**src/rtl/text_codepoint_decoder_defines.svh**
```systemverilog
// Assertion helpers for the text code point decoder.
`ifndef TEXT_CODEPOINT_DECODER_DEFINES_SVH
`define TEXT_CODEPOINT_DECODER_DEFINES_SVH

`ifndef SYNTH
`define TCD_ASSERT_IMP(lbl, clk, rstn, ante, cons, msg) \
    lbl: assert property (@(posedge clk) disable iff (!(rstn)) (ante) |-> (cons)) \
        else $error(msg);
`define TCD_ASSERT_NXT(lbl, clk, rstn, ante, cons, msg) \
    lbl: assert property (@(posedge clk) disable iff (!(rstn)) (ante) |=> (cons)) \
        else $error(msg);
`else
`define TCD_ASSERT_IMP(lbl, clk, rstn, ante, cons, msg)
`define TCD_ASSERT_NXT(lbl, clk, rstn, ante, cons, msg)
`endif

`endif

```
**src/rtl/tcd_pkg.sv**
```systemverilog
`default_nettype none

package tcd_pkg;

    typedef enum logic [1:0] {
        MODE_LATIN1 = 2'd0,
        MODE_UTF8   = 2'd1,
        MODE_UTF16  = 2'd2,
        MODE_UTF32  = 2'd3
    } enc_mode_t;

    typedef struct packed {
        logic [31:0] codepoint;
        logic        run_last;
        logic        text_done;
    } result_t;

    localparam int unsigned FifoDepth = 4;

    // (0xD800 << 10) - 0x10000 + 0xDC00
    localparam logic [31:0] SurrogateBias = 32'h035F_DC00;
    localparam logic [5:0]  HighSurTag    = 6'b110110;
    localparam logic [5:0]  LowSurTag     = 6'b110111;
    localparam logic [2:0]  MaxClass      = 3'd5;

    function automatic logic [2:0] lead_class(input logic [7:0] b);
        logic [2:0] c;
        if (b < 8'hC0)      c = 3'd0;
        else if (b < 8'hE0) c = 3'd1;
        else if (b < 8'hF0) c = 3'd2;
        else if (b < 8'hF8) c = 3'd3;
        else if (b < 8'hFC) c = 3'd4;
        else                c = 3'd5;
        return c;
    endfunction

    function automatic logic [31:0] class_offset(input logic [2:0] c);
        logic [31:0] o;
        case (c)
            3'd1:    o = 32'h0000_3080;
            3'd2:    o = 32'h000E_2080;
            3'd3:    o = 32'h03C8_2080;
            3'd4:    o = 32'hFA08_2080;
            3'd5:    o = 32'h8208_2080;
            default: o = 32'h0000_0000;
        endcase
        return o;
    endfunction

endpackage

`default_nettype wire

```
**src/rtl/text_codepoint_decoder.sv**
```systemverilog
// Text code point decoder. Takes one code unit per beat (Latin-1, UTF-8, UTF-16 or
// UTF-32, chosen by the 2-bit encoding mode register, reset UTF-8) and returns
// 0 to 2 code points per unit. One unit is accepted every clock as long as the
// 4-entry result queue has room for two results; decode is a single combinational
// pass from the input beat into the queue, so a unit's first result is visible on
// m_* the cycle after it is accepted if the queue was empty. Sustained rate is one
// unit per cycle while results are taken every cycle; only the UTF-16 unpaired
// high surrogate case emits two results for one unit. Writing the mode register
// drops any partly decoded sequence; write it only while the block is idle.
`default_nettype none

`include "text_codepoint_decoder_defines.svh"

module text_codepoint_decoder
    import tcd_pkg::*;
(
    input  wire logic        aclk,
    input  wire logic        aresetn,

    input  wire logic        cfg_valid,
    output logic             cfg_ready,
    input  wire logic [1:0]  cfg_encoding_mode,

    input  wire logic        s_valid,
    output logic             s_ready,
    input  wire logic [31:0] s_code_unit,
    input  wire logic        s_unit_is_final,

    output logic             m_valid,
    input  wire logic        m_ready,
    output logic [31:0]      m_codepoint,
    output logic             m_run_last,
    output logic             m_text_done
);

    localparam int unsigned PtrW = $clog2(FifoDepth);
    localparam int unsigned CntW = $clog2(FifoDepth + 1);

    enc_mode_t       mode_reg;
    logic [31:0]     partial_reg, partial_next;
    logic [2:0]      bytes_left_reg, bytes_left_next;
    logic [2:0]      seq_class_reg, seq_class_next;
    logic            sur_pend_reg, sur_pend_next;

    result_t         fifo_reg [FifoDepth];
    logic [PtrW-1:0] wr_ptr_reg, rd_ptr_reg;
    logic [CntW-1:0] cnt_reg;

    logic            cfg_accept, s_accept, m_pop;
    logic [1:0]      n_res;
    result_t         res0, res1;

    logic [7:0]      b;
    logic [31:0]     b32;
    logic [2:0]      lc, cls_c;
    logic [15:0]     u;
    logic [31:0]     u32;
    logic            is_high, is_low;

    assign cfg_ready  = 1'b1;
    assign cfg_accept = cfg_valid && cfg_ready;
    assign s_ready    = (cnt_reg <= CntW'(FifoDepth - 2));
    assign s_accept   = s_valid && s_ready;
    assign m_valid    = (cnt_reg != '0);
    assign m_pop      = m_valid && m_ready;

    assign m_codepoint = fifo_reg[rd_ptr_reg].codepoint;
    assign m_run_last  = fifo_reg[rd_ptr_reg].run_last;
    assign m_text_done = fifo_reg[rd_ptr_reg].text_done;

    assign b       = s_code_unit[7:0];
    assign b32     = {24'd0, b};
    assign lc      = lead_class(b);
    assign cls_c   = (seq_class_reg > MaxClass) ? MaxClass : seq_class_reg;
    assign u       = s_code_unit[15:0];
    assign u32     = {16'd0, u};
    assign is_high = (u[15:10] == HighSurTag);
    assign is_low  = (u[15:10] == LowSurTag);

    always_comb begin
        partial_next    = partial_reg;
        bytes_left_next = bytes_left_reg;
        seq_class_next  = seq_class_reg;
        sur_pend_next   = sur_pend_reg;
        n_res           = 2'd0;
        res0            = '{codepoint: s_code_unit, run_last: 1'b1,
                            text_done: s_unit_is_final};
        res1            = res0;

        unique case (mode_reg)
            MODE_LATIN1: begin
                res0.codepoint = b32;
                n_res          = 2'd1;
            end
            MODE_UTF32: begin
                n_res = 2'd1;
            end
            MODE_UTF8: begin
                if (seq_class_reg == 3'd0) begin
                    if (lc == 3'd0 || s_unit_is_final) begin
                        res0.codepoint = b32 - class_offset(lc);
                        n_res          = 2'd1;
                    end else begin
                        partial_next    = {18'd0, b, 6'd0};
                        bytes_left_next = lc - 3'd1;
                        seq_class_next  = lc;
                    end
                end else if (bytes_left_reg != 3'd0 && !s_unit_is_final) begin
                    partial_next    = (partial_reg + b32) << 6;
                    bytes_left_next = bytes_left_reg - 3'd1;
                end else begin
                    res0.codepoint  = partial_reg + b32 - class_offset(cls_c);
                    n_res           = 2'd1;
                    partial_next    = '0;
                    bytes_left_next = '0;
                    seq_class_next  = '0;
                end
            end
            MODE_UTF16: begin
                if (sur_pend_reg && is_low) begin
                    res0.codepoint = (partial_reg << 10) + u32 - SurrogateBias;
                    n_res          = 2'd1;
                    sur_pend_next  = 1'b0;
                    partial_next   = '0;
                end else begin
                    // held high surrogate goes out ahead of the follower; alone if a new high one is held
                    if (is_high && !s_unit_is_final) begin
                        partial_next  = u32;
                        sur_pend_next = 1'b1;
                        if (sur_pend_reg) begin
                            res0  = '{codepoint: partial_reg, run_last: 1'b1,
                                      text_done: 1'b0};
                            n_res = 2'd1;
                        end
                    end else begin
                        sur_pend_next = 1'b0;
                        partial_next  = '0;
                        if (sur_pend_reg) begin
                            res0  = '{codepoint: partial_reg, run_last: 1'b0,
                                      text_done: 1'b0};
                            res1  = '{codepoint: u32, run_last: 1'b1,
                                      text_done: s_unit_is_final};
                            n_res = 2'd2;
                        end else begin
                            res0.codepoint = u32;
                            n_res          = 2'd1;
                        end
                    end
                end
            end
        endcase

        if (s_unit_is_final) begin
            partial_next    = '0;
            bytes_left_next = '0;
            seq_class_next  = '0;
            sur_pend_next   = 1'b0;
        end
    end

    always_ff @(posedge aclk) begin
        if (!aresetn) begin
            mode_reg       <= MODE_UTF8;
            partial_reg    <= '0;
            bytes_left_reg <= '0;
            seq_class_reg  <= '0;
            sur_pend_reg   <= 1'b0;
            wr_ptr_reg     <= '0;
            rd_ptr_reg     <= '0;
            cnt_reg        <= '0;
        end else begin
            if (cfg_accept) begin
                mode_reg       <= enc_mode_t'(cfg_encoding_mode);
                partial_reg    <= '0;
                bytes_left_reg <= '0;
                seq_class_reg  <= '0;
                sur_pend_reg   <= 1'b0;
            end else if (s_accept) begin
                partial_reg    <= partial_next;
                bytes_left_reg <= bytes_left_next;
                seq_class_reg  <= seq_class_next;
                sur_pend_reg   <= sur_pend_next;
            end
            if (s_accept) begin
                wr_ptr_reg <= wr_ptr_reg + PtrW'(n_res);
            end
            if (m_pop) begin
                rd_ptr_reg <= rd_ptr_reg + PtrW'(1);
            end
            cnt_reg <= cnt_reg + (s_accept ? CntW'(n_res) : CntW'(0))
                       - CntW'(m_pop);
        end
    end

    always_ff @(posedge aclk) begin
        if (s_accept && n_res != 2'd0) begin
            fifo_reg[wr_ptr_reg] <= res0;
        end
        if (s_accept && n_res == 2'd2) begin
            fifo_reg[wr_ptr_reg + PtrW'(1)] <= res1;
        end
    end

    `TCD_ASSERT_IMP(a_fifo_bound, aclk, aresetn, 1'b1, cnt_reg <= CntW'(FifoDepth), "result queue overflow")
    `TCD_ASSERT_NXT(a_final_clears, aclk, aresetn, s_accept && s_unit_is_final && !cfg_accept, seq_class_reg == 3'd0 && bytes_left_reg == 3'd0 && !sur_pend_reg, "state not clear after final unit")
    `TCD_ASSERT_IMP(a_utf8_state, aclk, aresetn, seq_class_reg != 3'd0, seq_class_reg <= MaxClass && bytes_left_reg < seq_class_reg, "open UTF-8 sequence inconsistent")
    `TCD_ASSERT_NXT(a_pass_count, aclk, aresetn, s_accept && !m_pop && (mode_reg == MODE_LATIN1 || mode_reg == MODE_UTF32), cnt_reg == $past(cnt_reg) + CntW'(1), "pass-through unit lost")

endmodule

`default_nettype wire
```
**config.mk**
```make
export PLATFORM = sky130hd
export DESIGN_NAME = text_codepoint_decoder
export DESIGN_NICKNAME = d
export VERILOG_FILES = /design/src/rtl/tcd_pkg.sv /design/src/rtl/text_codepoint_decoder.sv
export VERILOG_INCLUDE_DIRS = /design/src /design/src/rtl
export SDC_FILE = /design/constraint.sdc
export NUM_CORES = 1
export LEC_CHECK = 0
export ABC_CLOCK_PERIOD_IN_PS = 5550
export BUFFER_PORTS_ARGS = -buffer_cell sky130_fd_sc_hd__buf_4
export CAP_MARGIN = 20
export CORE_MARGIN = 8
export CORE_UTILIZATION = 55
export DETAILED_ROUTE_END_ITERATION = 10
export PLACE_DENSITY = 0.73
export REMOVE_ABC_BUFFERS = 1
export SKIP_CTS_REPAIR_TIMING = 1
export SLEW_MARGIN = 0
export SYNTH_ARGS = -nofsm -noshare
export SYNTH_HDL_FRONTEND = slang
export SYNTH_SLANG_ARGS = --single-unit
export TNS_END_PERCENT = 5
```
**constraint.sdc**
```tcl
create_clock -name aclk -period 5.55 [get_ports aclk]
set_input_delay 0.555 -clock aclk [delete_from_list [all_inputs] [get_ports aclk]]
set_output_delay 0.555 -clock aclk [all_outputs]
set_load 0.1 [all_outputs]
```
==> flow_metrics.tcl <==
set metrics [dict create \
    outcome "finished with violations" \
    violations "design-rule violations" \
    path_clk_slew_ns 0.08 \
    clkSinkCount 186 \
    fp.dieArea_um2 29500 \
    layout-drive-gt1-share 0.144 \
    syn_area_um2 13300 \
    nFillCells 2088 \
    area_growth_pct 11.6 \
    seq_area_frac_synth 0.379 \
    finClkSkew_ns 0.0160 \
    first_iter_violations 1417 \
    cp_common_cell "a21oi_1" \
    synth.most_common_cell "nand2_1" \
    synth_seq_cells 186 \
    slowest_stage "a221oi_2" \
    num_rows 57 \
    yosysWarnings 0 \
    cts_root_buffer "clkbuf_16" \
    grt_pass1_vias 11853 \
    tightestPinTransition_ns 1.10 \
    dp.cells 1780 \
    worst_setup_path_start_kind "register" \
    p_leak_nw 5.71 \
    antenna_cells 0 \
    cts_tree "yes" \
    dieHeight_um 172 \
    hp-class "in -> reg" \
    grt_pass1_wl_um 69300 \
    port_buffers 75 \
    ir_drop_mv 0.279 \
    yosysTopAreaCellShare 0.298 \
    netlist_top_cells_area "edfxtp_1, dfxtp_1, ha_1, mux4_2, nand2_1" \
    crit_arrival_ns 5.25 \
    fmax_ghz 0.196 \
    layout.cells.non_filler 1812 \
    cp.depth 18 \
    gr-total-overflow 0 \
    hpwlAfterDp_um 31600 \
    htreeDepth 4 \
    min_path_cells 3 \
    synth_edf_count 132 \
    rr_worst_depth 18 \
    die_x_um 172 \
    path_max_fanout 8 \
    setup_viol 0 \
    period_share 0.919 \
    cts_inserted_buffers 17 \
    ant_nets 0 \
    syn_inst 1438 \
    rsz0062_at_grt "false" \
    largest_register_ff_count 136 \
    track_usage 0.306 \
    report.final.slew_viol_count 0 \
    wirelength_um 44900 \
    criticalPathCategory "reg -> reg" \
    path_cells "ha_1, inv_1, fa_1, nand2b_1, a21o_1, a21oi_1, nand3_1, xnor2_1, ha_1, a21o_1, a21oi_1, nand4_1, a31o_2, a221oi_2, xor2_1, a21oi_1, a221oi_2, o22ai_1" \
    tns_ns 0 \
    hold_viol_final 0 \
    cp.required_ns 5.70 \
    drc 2 \
    cts_max_path_buffers 2 \
    critPathMaxStageDelay_ns 0.46 \
    powerDensity_nw_per_um2 332 \
    vias 12246 \
    cap_violations 0 \
    vias_per_cell 6.76 \
    synthFlopType "edfxtp_1" \
    synth_top_area_cell "edfxtp_1" \
    clock_latency_ns 0.44 \
    ys_types 82 \
    final_nets 1586 \
    crit_path_end_kind "register" \
    grt_max_degree 40 \
    antenna_found_initial 0 \
    period_needed_ns 5.10 \
    wl_per_cell_um 24.8 \
    syn_area_per_cell_um2 9.26 \
    drt_first_pass_iters 11 \
    initial_core_util 0.554 \
    io_pins 77 \
    relSlewSlack 0.265 \
    synth.top_cells.by_count "nand2_1, edfxtp_1, nor2_1" \
    synthArstFlopShare 0 \
    gp_congestion 0.972 \
    cp_top_family "compound AO/OA/AOI/OAI gates" \
    cp_num_buf_inv 1 \
    coreArea_um2 24000 \
]
[report_power, final]
part / total [mW] / leakage, nW / switching [mW] / internal, mW
logic: 2.03 / 3.58 / 1.49 / 0.546
clock network: 1.27 / 0.290 / 0.661 / 0.609
registers: 1.64 / 1.84 / 0.0447 / 1.59
[worst paths after layout]
kind                        start                end  slack [ns]
max                partial_reg[0]    fifo_reg[2][27]        0.45
min reg2reg     bytes_left_reg[0]  bytes_left_reg[0]        0.49
min          cfg_encoding_mode[0]        mode_reg[0]        0.35
max reg2reg        partial_reg[0]    fifo_reg[2][27]        0.45
[per-layer routing]
layer | track usage | share of wire | vias up
li1 | - | - | 5512
met1 | 0.414 | 0.41 | 5881
met2 | 0.482 | 0.46 | 751
met3 | 0.0507 | 0.10 | 102
met4 | 0.124 | 0.032 | 0
met5 | 0 | 0 | -
[kinds of logic (layout without fill, tap and decap cells)]
| family | after synthesis | in the layout | share of synthesized area |
|---|---|---|---|
| compound gates | 498 | 498 | 0.256 |
| simple gates | 418 | 418 | 0.144 |
| flops | 186 | 186 | 0.379 |
| buf+inv | 153 | 203 | 0.0445 |
| fa+ha+maj | 71 | 71 | 0.0684 |
| xor+xnor | 71 | 71 | 0.0467 |
| mux | 40 | 40 | 0.0620 |
| other cells | 1 | 1 | 0.000281 |
[worst reg2reg max path: stages, from the launching register on]
cell and delay [ns]:
dfxtp_1 0.43, ha_1 0.23, inv_1 0.06, fa_1 0.39
nand2b_1 0.19, a21o_1 0.24, a21oi_1 0.19, nand3_1 0.17
xnor2_1 0.19, ha_1 0.42, a21o_1 0.21, a21oi_1 0.22
nand4_1 0.25, a31o_2 0.35, a221oi_2 0.29, xor2_1 0.23
a21oi_1 0.11, a221oi_2 0.46, o22ai_1 0.19
[stage by stage]
stage                     utilization  hold WS [ns]  instance area (um^2)  total power [mW]  setup slack, ns
after floorplan                     -         0.438                 12900              3.19            0.724
after global placement          0.594         0.454                 14300              3.68            0.382
after detailed placement        0.594         0.468                 14300              3.69            0.278
after CTS                       0.619         0.340                 14900              4.93            0.543
after global routing            0.619         0.360                 14900              5.09           0.0699
final                           0.619         0.346                 14900              4.94            0.447
[cells in the final DEF (no fill, tap or decap), drive strengths merged, types with 14 or more instances in the layout]
master | Yosys | layout
ha | 68 | 68
dfxtp | 54 | 54
xor2 | 26 | 26
mux4 | 34 | 34
nand2b | 20 | 20
xnor2 | 45 | 45
o211ai | 15 | 15
edfxtp | 132 | 132
nor2 | 120 | 120
a211oi | 24 | 24
nand3 | 28 | 28
clkbuf | 84 | 17
nand2 | 147 | 147
a21oi | 105 | 105
and3 | 14 | 14
inv | 52 | 59
a22o | 50 | 50
a22oi | 31 | 31
a21o | 25 | 25
o21ai | 93 | 93
nor3 | 25 | 25
o22ai | 63 | 63
buf | 15 | 117
[area by class of cell]
cell class | instances | area (um^2) | area share
Inverter | 54 | 203 | 0.0136
Sequential cell | 186 | 5050 | 0.339
Clock inverter | 15 | 171 | 0.0115
Multi-Input combinational cell | 1099 | 7700 | 0.518
Tap cell | 324 | 405 | 0.0273
Timing Repair Buffer | 117 | 916 | 0.0616
Clock buffer | 17 | 425 | 0.0286
Note: power is estimated with default switching activity, not from simulation.
